### src/hw/rtl/rgrb_pkg.sv
// ---------------------------------------------------------------------------
// rgrb_pkg
// shared types and constants for the glyph row blender
// ---------------------------------------------------------------------------
package rgrb_pkg;

  localparam int unsigned COL_W   = 11;
  localparam int unsigned OUT_COL_W = 10;
  localparam int unsigned COL_SAT = 2047;

  localparam logic [3:0]  CODE_SKIP   = 4'd14;
  localparam logic [3:0]  CODE_WHITE  = 4'd15;
  localparam logic [15:0] WHITE_PIXEL = 16'hFFFF;
  localparam logic [4:0]  RB_MAX      = 5'd31;
  localparam logic [5:0]  G_MAX       = 6'd63;

  typedef enum logic [1:0] {
    PEND_NONE  = 2'd0,
    PEND_SKIP  = 2'd1,
    PEND_WHITE = 2'd2
  } pend_t;

  typedef enum logic [1:0] {
    ST_IDLE,
    ST_DECODE,
    ST_RUN
  } state_t;

  typedef struct packed {
    logic load;
    logic decode;
    logic white_step;
  } cmd_t;

  typedef struct packed {
    pend_t      pend;
    logic [3:0] nib;
    logic       cnt_last;
    logic       writable;
    logic       slot_free;
  } sts_t;

endpackage

### src/hw/rtl/rgrb_if.sv
// ---------------------------------------------------------------------------
// rgrb channel interfaces
// valid/ready channels for nibbles, pixel writes and the origin register
// ---------------------------------------------------------------------------
interface rgrb_in_if;
  logic        valid;
  logic        ready;
  logic [3:0]  nibble;
  logic [15:0] background;
  logic        new_line;
  modport source (output valid, nibble, background, new_line, input ready);
  modport sink   (input valid, nibble, background, new_line, output ready);
endinterface

interface rgrb_out_if;
  logic        valid;
  logic        ready;
  logic [9:0]  column;
  logic [15:0] pixel;
  logic        last;
  modport source (output valid, column, pixel, last, input ready);
  modport sink   (input valid, column, pixel, last, output ready);
endinterface

interface rgrb_cfg_if;
  logic       valid;
  logic       ready;
  logic [9:0] data;
  modport source (output valid, data, input ready);
  modport sink   (input valid, data, output ready);
endinterface

### src/hw/rtl/rgrb_ctrl.sv
// ---------------------------------------------------------------------------
// rgrb_ctrl
// sequencer: accepts a nibble, decodes it, then walks any white run
// ---------------------------------------------------------------------------
module rgrb_ctrl (
  input  logic            clk,
  input  logic            rst,
  input  logic            in_valid,
  output logic            in_ready,
  input  rgrb_pkg::sts_t  sts,
  output rgrb_pkg::cmd_t  cmd
);

  rgrb_pkg::state_t state, state_next;

  always_ff @(posedge clk) begin
    if (rst) begin
      state <= rgrb_pkg::ST_IDLE;
    end else begin
      state <= state_next;
    end
  end

  always_comb begin
    state_next = state;
    case (state)
      rgrb_pkg::ST_IDLE: begin
        if (in_valid) state_next = rgrb_pkg::ST_DECODE;
      end
      rgrb_pkg::ST_DECODE: begin
        if (sts.slot_free) begin
          if (sts.pend == rgrb_pkg::PEND_WHITE && sts.nib != 4'd0) begin
            state_next = rgrb_pkg::ST_RUN;
          end else begin
            state_next = rgrb_pkg::ST_IDLE;
          end
        end
      end
      rgrb_pkg::ST_RUN: begin
        if (sts.slot_free && (!sts.writable || sts.cnt_last)) begin
          state_next = rgrb_pkg::ST_IDLE;
        end
      end
      default: state_next = rgrb_pkg::ST_IDLE;
    endcase
  end

  always_comb begin
    in_ready       = 1'b0;
    cmd.load       = 1'b0;
    cmd.decode     = 1'b0;
    cmd.white_step = 1'b0;
    case (state)
      rgrb_pkg::ST_IDLE: begin
        in_ready = 1'b1;
        cmd.load = in_valid;
      end
      rgrb_pkg::ST_DECODE: cmd.decode     = sts.slot_free;
      rgrb_pkg::ST_RUN:    cmd.white_step = sts.slot_free;
      default: ;
    endcase
  end

endmodule

### src/hw/rtl/rgrb_dp.sv
// ---------------------------------------------------------------------------
// rgrb_dp
// column, pending run and count registers, blend arithmetic, output register
// ---------------------------------------------------------------------------
module rgrb_dp #(
  parameter int MAX_COLUMNS = 1024
) (
  input  logic                  clk,
  input  logic                  rst,
  input  rgrb_pkg::cmd_t        cmd,
  output rgrb_pkg::sts_t        sts,
  input  logic [3:0]            in_nibble,
  input  logic [15:0]           in_background,
  input  logic                  in_new_line,
  input  logic                  cfg_valid,
  input  logic [9:0]            cfg_data,
  output logic                  out_valid,
  input  logic                  out_ready,
  output logic [9:0]            out_column,
  output logic [15:0]           out_pixel,
  output logic                  out_last
);

  localparam int LIMIT = (MAX_COLUMNS < int'(rgrb_pkg::COL_SAT)) ?
                         MAX_COLUMNS : int'(rgrb_pkg::COL_SAT);

  logic [9:0]  x_origin;
  logic [10:0] run_column, run_column_next;
  rgrb_pkg::pend_t pend, pend_next;
  logic [3:0]  cnt, cnt_next;
  logic [3:0]  nib;
  logic [15:0] bg;

  logic        emit;
  logic [15:0] emit_pixel;
  logic        emit_last;

  logic        writable, writable_nxt;
  logic [11:0] col_plus_one;
  logic [11:0] adv_sum;
  logic [3:0]  adv_amt;
  logic [10:0] adv_col;

  logic [7:0]  kc;
  logic [4:0]  r_in, b_in, r_new, b_new;
  logic [5:0]  g_in, g_new;
  logic [12:0] r_prod, b_prod;
  logic [13:0] g_prod;
  logic [15:0] blended;

  assign writable     = {1'b0, run_column} < 12'(LIMIT);
  assign col_plus_one = {1'b0, run_column} + 12'd1;
  assign writable_nxt = col_plus_one < 12'(LIMIT);

  // saturating column advance
  assign adv_sum = {1'b0, run_column} + {8'd0, adv_amt};
  assign adv_col = (adv_sum > 12'(rgrb_pkg::COL_SAT)) ? 11'(rgrb_pkg::COL_SAT)
                                                      : adv_sum[10:0];

  // blend toward white, code*19 by shift and add
  assign kc     = {nib, 4'd0} + {3'd0, nib, 1'b0} + {4'd0, nib};
  assign r_in   = bg[4:0];
  assign g_in   = bg[10:5];
  assign b_in   = bg[15:11];
  assign r_prod = 13'(rgrb_pkg::RB_MAX - r_in) * 13'(kc);
  assign g_prod = 14'(rgrb_pkg::G_MAX - g_in) * 14'(kc);
  assign b_prod = 13'(rgrb_pkg::RB_MAX - b_in) * 13'(kc);
  assign r_new  = r_in + r_prod[12:8];
  assign g_new  = g_in + g_prod[13:8];
  assign b_new  = b_in + b_prod[12:8];
  assign blended = {b_new, g_new, r_new};

  always_comb begin
    run_column_next = run_column;
    pend_next       = pend;
    cnt_next        = cnt;
    emit            = 1'b0;
    emit_pixel      = rgrb_pkg::WHITE_PIXEL;
    emit_last       = 1'b1;
    adv_amt         = 4'd1;
    if (cmd.decode) begin
      pend_next = rgrb_pkg::PEND_NONE;
      case (pend)
        rgrb_pkg::PEND_SKIP: begin
          adv_amt         = nib;
          run_column_next = adv_col;
        end
        rgrb_pkg::PEND_WHITE: begin
          cnt_next = nib;
        end
        default: begin
          if (nib == rgrb_pkg::CODE_SKIP) begin
            pend_next = rgrb_pkg::PEND_SKIP;
          end else if (nib == rgrb_pkg::CODE_WHITE) begin
            pend_next = rgrb_pkg::PEND_WHITE;
          end else begin
            emit            = writable;
            emit_pixel      = blended;
            run_column_next = adv_col;
          end
        end
      endcase
    end else if (cmd.white_step) begin
      if (writable) begin
        emit            = 1'b1;
        emit_last       = (cnt == 4'd1) || !writable_nxt;
        run_column_next = adv_col;
        cnt_next        = cnt - 4'd1;
      end else begin
        adv_amt         = cnt;
        run_column_next = adv_col;
        cnt_next        = 4'd0;
      end
    end
  end

  always_ff @(posedge clk) begin
    if (rst) begin
      x_origin   <= 10'd0;
      run_column <= 11'd0;
      pend       <= rgrb_pkg::PEND_NONE;
      out_valid  <= 1'b0;
    end else begin
      if (cfg_valid) x_origin <= cfg_data;
      if (cmd.load && in_new_line) begin
        run_column <= {1'b0, x_origin};
        pend       <= rgrb_pkg::PEND_NONE;
      end else begin
        run_column <= run_column_next;
        pend       <= pend_next;
      end
      if (emit) begin
        out_valid <= 1'b1;
      end else if (out_ready) begin
        out_valid <= 1'b0;
      end
    end
  end

  always_ff @(posedge clk) begin
    cnt <= cnt_next;
    if (cmd.load) begin
      nib <= in_nibble;
      bg  <= in_background;
    end
    if (emit) begin
      out_column <= run_column[9:0];
      out_pixel  <= emit_pixel;
      out_last   <= emit_last;
    end
  end

  assign sts.pend      = pend;
  assign sts.nib       = nib;
  assign sts.cnt_last  = (cnt == 4'd1);
  assign sts.writable  = writable;
  assign sts.slot_free = !out_valid || out_ready;

endmodule

### src/hw/rtl/rle_glyph_row_blender.sv
// ---------------------------------------------------------------------------
// rle_glyph_row_blender
// run-length glyph row decoder with rgb565 blend toward white
//
//   channel  dir  carries
//   src      in   nibble, background, new_line
//   dst      out  column, pixel, last
//   cfg      in   data (x_origin)
//
// a nibble is accepted, then decoded; a white run is then walked one pixel at a
// time, with one more step to skip a clipped remainder.
// rst is synchronous and clears the column, pending run and x_origin.
// a stalled dst holds the decoder; src is taken again once the item is done.
// ---------------------------------------------------------------------------
module rle_glyph_row_blender #(
  parameter int MAX_COLUMNS = 1024
) (
  input logic              clk,
  input logic              rst,
  rgrb_in_if.sink          src,
  rgrb_out_if.source       dst,
  rgrb_cfg_if.sink         cfg
);

  rgrb_pkg::cmd_t cmd;
  rgrb_pkg::sts_t sts;

  assign cfg.ready = 1'b1;

  rgrb_ctrl u_ctrl (
    .clk      (clk),
    .rst      (rst),
    .in_valid (src.valid),
    .in_ready (src.ready),
    .sts      (sts),
    .cmd      (cmd)
  );

  rgrb_dp #(
    .MAX_COLUMNS (MAX_COLUMNS)
  ) u_dp (
    .clk           (clk),
    .rst           (rst),
    .cmd           (cmd),
    .sts           (sts),
    .in_nibble     (src.nibble),
    .in_background (src.background),
    .in_new_line   (src.new_line),
    .cfg_valid     (cfg.valid),
    .cfg_data      (cfg.data),
    .out_valid     (dst.valid),
    .out_ready     (dst.ready),
    .out_column    (dst.column),
    .out_pixel     (dst.pixel),
    .out_last      (dst.last)
  );

endmodule
### src/flat_wrapper.sv
// flat-port wrapper written by rule: the top's interface ports become plain ports
module rle_glyph_row_blender_flat 
#(
  parameter int MAX_COLUMNS = 1024
)
  (clk, rst, src_valid, src_nibble, src_background, src_new_line, src_ready, dst_valid, dst_column, dst_pixel, dst_last, dst_ready, cfg_valid, cfg_data, cfg_ready);
  rgrb_in_if src_i ();
  rgrb_out_if dst_i ();
  rgrb_cfg_if cfg_i ();
  input logic clk;
  input logic rst;
  input wire logic [$bits(src_i.valid)-1:0] src_valid;
  input wire logic [$bits(src_i.nibble)-1:0] src_nibble;
  input wire logic [$bits(src_i.background)-1:0] src_background;
  input wire logic [$bits(src_i.new_line)-1:0] src_new_line;
  output wire logic [$bits(src_i.ready)-1:0] src_ready;
  output wire logic [$bits(dst_i.valid)-1:0] dst_valid;
  output wire logic [$bits(dst_i.column)-1:0] dst_column;
  output wire logic [$bits(dst_i.pixel)-1:0] dst_pixel;
  output wire logic [$bits(dst_i.last)-1:0] dst_last;
  input wire logic [$bits(dst_i.ready)-1:0] dst_ready;
  input wire logic [$bits(cfg_i.valid)-1:0] cfg_valid;
  input wire logic [$bits(cfg_i.data)-1:0] cfg_data;
  output wire logic [$bits(cfg_i.ready)-1:0] cfg_ready;
  assign src_i.valid = src_valid;
  assign src_i.nibble = src_nibble;
  assign src_i.background = src_background;
  assign src_i.new_line = src_new_line;
  assign src_ready = src_i.ready;
  assign dst_valid = dst_i.valid;
  assign dst_column = dst_i.column;
  assign dst_pixel = dst_i.pixel;
  assign dst_last = dst_i.last;
  assign dst_i.ready = dst_ready;
  assign cfg_i.valid = cfg_valid;
  assign cfg_i.data = cfg_data;
  assign cfg_ready = cfg_i.ready;
  rle_glyph_row_blender #(.MAX_COLUMNS(MAX_COLUMNS)) u_core (.clk(clk), .rst(rst), .src(src_i), .dst(dst_i), .cfg(cfg_i));
endmodule
### config.mk
export PLATFORM = sky130hd
export DESIGN_NAME = rle_glyph_row_blender_flat
export DESIGN_NICKNAME = d
export VERILOG_FILES = /design/src/hw/rtl/rgrb_pkg.sv /design/src/hw/rtl/rgrb_if.sv /design/src/hw/rtl/rgrb_ctrl.sv /design/src/hw/rtl/rgrb_dp.sv /design/src/hw/rtl/rle_glyph_row_blender.sv /design/src/flat_wrapper.sv
export SDC_FILE = /design/constraint.sdc
export NUM_CORES = 1
export LEC_CHECK = 0
export BUFFER_PORTS_ARGS = -buffer_cell sky130_fd_sc_hd__buf_4
export CORE_ASPECT_RATIO = 0.8
export CORE_MARGIN = 8
export CORE_UTILIZATION = 59
export CTS_CLUSTER_SIZE = 12
export DETAILED_ROUTE_END_ITERATION = 12
export GPL_ROUTABILITY_DRIVEN = 0
export GPL_TIMING_DRIVEN = 1
export HOLD_SLACK_MARGIN = 0.06
export PLACE_DENSITY_LB_ADDON = 0.3
export SYNTH_ARGS = -nofsm -noshare
export SYNTH_HDL_FRONTEND = slang
export SYNTH_SLANG_ARGS = --single-unit
### constraint.sdc
create_clock -name clk -period 20.2 [get_ports clk]
set_input_delay 1.01 -clock clk [delete_from_list [all_inputs] [get_ports clk]]
set_output_delay 1.01 -clock clk [all_outputs]
set_load 0.03 [all_outputs]
Word level (Yosys, flattened, before mapping)
Index checks and enable logic that the tools add are counted.
{ "op_classes": {"add_sub_neg": 11, "magnitude_cmp": 3, "bitwise": 3, "n_mul": 3, "mux": 35, "reduce_logical": 22, "n_eq_ne": 17} }
{ "op_table": {"columns": ["op", "n"], "rows": [
  ["$mux W11", 5],
  ["$mux W4", 8],
  ["$mul A6 B9 Y13", 2],
  ["$pmux W11 S2", 1],
  ["$mul A7 B9 Y14", 1],
  ["$mux W2", 7],
  ["$add A11 B1 Y12 const B", 1],
  ["$add A11 B4 Y12", 1],
  ["$gt A12 B11 Y1 const B", 1],
  ["$lt A12 B11 Y1 const B", 1],
  ["$mux W1", 12],
  ["$sub A5 B5 Y6 const A", 2],
  ["$lt A11 B11 Y1 const B", 1],
  ["$add A5 B5 Y5", 2],
  ["$mux W10", 1],
  ["$ne A2 B2 Y1 const B", 5],
  ["$ne A3 B3 Y1 const B", 3],
  ["$add A8 B4 Y8", 1],
  ["$add A8 B5 Y8", 1],
  ["$eq A4 B4 Y1 const B", 2],
  ["$ne A4 B4 Y1 const B", 2],
  ["$reduce_and A4 Y1", 2],
  ["$sub A6 B6 Y7 const A", 1],
  ["$add A6 B6 Y6", 1],
  ["other kinds (18)", 30]
]} }
{ "word_totals": {"elab_cells": 106, "out_inout_bits": 30, "ff_bits": 77, "inputBits": 36} }

Logic depth before layout (Yosys ltp)
{ "depth": {"depth_word": 13, "depth_mapped": 27, "mapped_depth_nobuf": 27} }

Cells and area by module
From an unflattened synthesis, not the netlist that was laid out.
{ "hier_totals": {"cells_unflattened": 803, "area_unflattened_um2": 7561.0} }
{ "by_module_without_submodules": {"columns": ["mod", "seq_area_each_um2", "area_each_um2", "cells_per_inst", "n_inst"], "rows": [
  ["rgrb_dp", 2011.9, 7407.1, 781, 1],
  ["rgrb_ctrl", 40.0, 142.6, 20, 1],
  ["rle_glyph_row_blender", 0.0, 11.3, 2, 1]
]} }

Worst setup path after synthesis
OpenSTA, ideal clock, no wires.
{ "synth_path": {"path_kind": "register to register", "from": "register u_core.u_dp.nib[1]", "to": "register u_core.u_dp.out_pixel[4] (data pin)", "path_stages_with_launch": 26, "t_arrival_ns": 6.268, "setup_slack_ns": 13.677, "synth_period_minus_slack_ns": 6.523, "n_path_buf": 1, "setup_ns": 0.255, "required_ns": 19.945, "path_cell_list": "edfxtp_1 ha_1 fa_1 a21o_1 a21oi_1 xnor2_1 clkbuf_1 nor2_1 fa_1 inv_1 fa_1 fa_1 inv_1 ha_1 o21a_1 o21ai_0 a221o_1 or2b_1 xor2_1 fa_1 a21o_1 a21oi_1 xnor2_1 and3_1 mux2i_1 and3_1"} }
{ "synth_via": {"elab_chain_len": 4, "elab_cells_between_ends": 7, "cone_classes": "add/sub: 3; mul: 1; eq/ne: 2; reduce/logical: 1"} }
{ "synth_rtl": {"columns": ["item", "line", "source"], "rows": [
  ["from (decl)", "rgrb_dp.sv:31", "logic [3:0] nib;"],
  ["from (signal assigned)", "rgrb_dp.sv:143", "nib <= in_nibble;"],
  ["$add A8 B5 Y8", "rgrb_dp.sv:61", "assign kc = {nib, 4'd0} + {3'd0, nib, 1'b0} + {4'd0, nib};"],
  ["$add A8 B4 Y8", "rgrb_dp.sv:61", null],
  ["$mul A6 B9 Y13", "rgrb_dp.sv:65", "assign r_prod = 13'(rgrb_pkg::RB_MAX - r_in) * 13'(kc);"],
  ["$add A5 B5 Y5", "rgrb_dp.sv:68", "assign r_new = r_in + r_prod[12:8];"],
  ["to (signal assigned)", "rgrb_dp.sv:148", "out_pixel <= emit_pixel;"],
  ["to (decl)", "rgrb_dp.sv:20", "output logic [15:0] out_pixel,"]
]} }
Parallel ways exist; a longest one is shown, timed or not.
A chain may end at the register's enable or synchronous reset.

Worst setup path after layout
{ "layout_path": {"from": "register u_core.u_dp.nib[0]", "to": "register u_core.u_dp.out_pixel[10] (data pin)"} }
{ "layout_via": {"elab_chain_len": 4, "elab_cells_between_ends": 7, "cone_classes": "add/sub: 3; mul: 1; eq/ne: 2; reduce/logical: 1"} }
{ "layout_rtl": {"columns": ["item", "line", "source"], "rows": [
  ["$add A8 B5 Y8", "rgrb_dp.sv:61", null],
  ["$add A8 B4 Y8", "rgrb_dp.sv:61", null],
  ["$mul A7 B9 Y14", "rgrb_dp.sv:66", "assign g_prod = 14'(rgrb_pkg::G_MAX - g_in) * 14'(kc);"],
  ["$add A6 B6 Y6", "rgrb_dp.sv:69", "assign g_new = g_in + g_prod[13:8];"]
]} }
Parallel ways exist; a longest one is shown, timed or not.

==> flow_summary_export.csv <==
group,metric,value,unit
pwr,finalPower,952,uW
clocking,cts-htree-levels,3,
global_route,grt_pass1_vias,6065,
detailed_routing,avgViaCountPerCell,5.63,
floorplanning,core,12300,um^2
placement,io_buffers,64,
finish,final_nets,1033,
detailed_routing,drc,0,
setup_path,crit_type,"register to register",
floorplanning,die_height,116,um
logic_synthesis,synth_seq_cells,77,
setup_path,reg2regPathDepth,28,
clocking,cts-root-buf,"clkbuf_16",
detailed_routing,drtIter0Drc,537,
floorplanning,start_util,60.7,%
logic_synthesis,async_flop_share,0,%
logic_synthesis,syn_avg_cell_area,9.64,um^2
floorplanning,ios,66,
setup_path,cp_slowest_stage_delay,560,ps
logic_synthesis,yosysSeqAreaShare,27.6,%
timing,fin_crit,7100,ps
min_path,hold_path_class,"register to register",
floorplanning,dieArea,16500,um^2
timing,hold_slack,461,ps
setup_path,worstPathRequired,20310,ps
run,max_cap_violations,0,
placement,dp_hpwl,13000,um
setup_path,crit_top_cell,"fa_1",
status,status,"finished clean",
clocking,cts_max_path_buffers,2,
timing,max_slew_margin,40.7,%
pwr,ir_worst_vdd,116,uV
logic_synthesis,synth_area,7440,um^2
timing,fmax,141,MHz
timing,rsz0062_at_grt,"false",
timing,setup_tns,0,ps
finish,area_delta_synth_final,12.9,%
finish,utilization,68.6,%
global_route,track_usage,22.3,%
floorplanning,die_w,142,um
timing,drv_slew,0,
clocking,clock_latency,360,ps
clocking,cts_made_buffers,9,
timing,finalClockSkew,17.0,ps
clocking,cts-resized-gates,0,
logic_synthesis,yosys_most_used_dff,"edfxtp_1",
logic_synthesis,synthCells,772,
pwr,p_per_area,113,nW/um^2
finish,n_antenna_cell,0,
global_route,grt_pass1_wl,29000,um
logic_synthesis,yosysUniqueCellTypes,57,
detailed_routing,drt_wl_total,17200,um
setup_path,r2r_slack,13100,ps
timing,post-route-period-util,35.1,%
clocking,clock-sinks,77,
clocking,path_clk_slew,70,ps
finish,drive_gt1_share,13.0,%
clocking,cts_setup_buffers,0,
detailed_routing,final_antenna_net_count,0,
detailed_routing,vias,5680,
setup_path,slowest_stage,"edfxtp_1",
detailed_routing,wl_per_cell,17.0,um
timing,setup_ws,13100,ps
setup_path,timing.rr.start,"u_core.u_dp.nib[0]",
logic_synthesis,yosysWarningCount,0,
global_route,antenna_found_initial,0,
min_path,hold_path_depth,0,
detailed_routing,drtPass1Iterations,6,
setup_path,worstPathArrival,7210,ps
logic_synthesis,synth-edff-count,51,
setup_path,start_kind,"register",
timing,setup_violations,0,
floorplanning,std_cell_rows,36,
setup_path,r2r-end,"u_core.u_dp.out_pixel[10]",
global_route,grt_overflow_total,0,
placement,dp_slack,13130,ps
logic_synthesis,syn_nets,973,
setup_path,end_kind,"register",
min_path,hp-start,"u_core.u_dp.run_column[9]",
setup_path,crit_fanout,16,
timing,hold_violations,0,
global_route,grt_max_degree,23,
timing,max_slew.worst_pin.slew,889,ps
min_path,min_to,"u_core.u_dp.out_column[9]",
clocking,cts_hold_buf,0,
clocking,tritoncts,"yes",
pwr,p_leak,3.88,nW
synth_stat cells (all sizes together) (12+ instances only):
cell type	instances	area (um^2)
clkbuf	16	60.1
a21o	12	90.1
o21ai	18	90.1
ha	102	1280
inv	114	428
xor2	13	114
nand2b	15	93.8
or2	13	81.3
fa	63	1260
edfxtp	51	1530
xnor2	22	193
dfxtp	26	521
nor2	104	390
nand2	31	116
mux2i	14	140
a21oi	25	136
nor2b	26	163
kinds of logic (layout without fill, tap and decap cells):
family | Yosys count | in the layout | share of synthesized area, %
compound gates | 102 | 102 | 9.38
xor+xnor | 35 | 35 | 4.12
fa+ha+maj | 165 | 165 | 34.1
buf+inv | 136 | 201 | 6.94
flops | 77 | 77 | 27.6
mux | 14 | 14 | 1.88
other cells | 1 | 1 | 0.0504
simple gates | 242 | 242 | 16.0
cell usage in the layout, fill, tap and decap left out, types with 16 or more instances in the layout:
cell and count:
inv_1 113, dfxtp_1 26, edfxtp_1 51, xnor2_1 22
o21ai_0 16, buf_4 71, ha_1 102, fa_1 63
nor2b_1 26, nand2_1 31, a21oi_1 24, nor2_1 104
worst max path at each step:
| stage | start | endpoint | slack (ps) | cells past startpoint |
|---|---|---|---|---|
| 2_1_floorplan | u_core.u_dp.nib[1] | u_core.u_dp.out_pixel[4] | 13680 | 25 |
| 3_3_place_gp | u_core.u_dp.nib[0] | u_core.u_dp.out_pixel[10] | 13430 | 28 |
| 3_5_place_dp | u_core.u_dp.nib[0] | u_core.u_dp.out_pixel[10] | 13130 | 28 |
| 4_1_cts | u_core.u_dp.nib[0] | u_core.u_dp.out_pixel[10] | 13120 | 28 |
| 5_1_grt | u_core.u_dp.nib[0] | u_core.u_dp.out_pixel[10] | 12630 | 28 |
| 6_report | u_core.u_dp.nib[0] | u_core.u_dp.out_pixel[10] | 13100 | 28 |
sequential cells by signal, indices dropped and copies added (netlist names):
register                cells
u_core.u_ctrl.state         2
u_core.u_dp.bg             16
u_core.u_dp.cnt             4
u_core.u_dp.nib             4
u_core.u_dp.out_column     10
u_core.u_dp.out_last        1
u_core.u_dp.out_pixel      16
u_core.u_dp.out_valid       1
u_core.u_dp.pend            2
u_core.u_dp.run_column     11
u_core.u_dp.x_origin       10
cell type report:
class                   instances  area, um^2
clock inverters                 6        46.3
well taps                     171         214
repair buffers                 71         533
flip-flops and latches         77        2050
clock buffers                  10         250
multi-input cells             559        4880
fillers                       956        3850
inverters                     114         428
through the flow:
step | cell area, um^2 | instances
final | 8400 | 1008
after global routing | 8400 | 1008
after CTS | 8400 | 1008
after detailed placement | 8110 | 992
after global placement | 8110 | 992
after floorplan | 7440 | 772
power breakdown:
| part | switching (mW) | internal [mW] |
|---|---|---|
| Combinational | 0.326 | 0.264 |
| Clock | 0.0749 | 0.0925 |
| Sequential | 0.0108 | 0.184 |
| Total | 0.412 | 0.540 |
worst max-delay path, delay by kind of cell (launching register included):
| kind | cells | cell delay, ps |
|---|---|---|
| flops | 1 | 560 |
| xor+xnor | 3 | 550 |
| compound gates | 9 | 1590 |
| simple gates | 3 | 390 |
| buf+inv | 5 | 450 |
| fa+ha+maj | 8 | 3340 |
per-layer routing:
layer | track usage, % | vias to the layer above | share of wire, %
li1 | - | 2693 | -
met1 | 27.3 | 2786 | 43
met2 | 37.7 | 174 | 49
met3 | 6.00 | 27 | 6.3
met4 | 7.49 | 0 | 2.0
met5 | 0 | - | 0
Note: power is estimated with default switching activity, not from simulation.
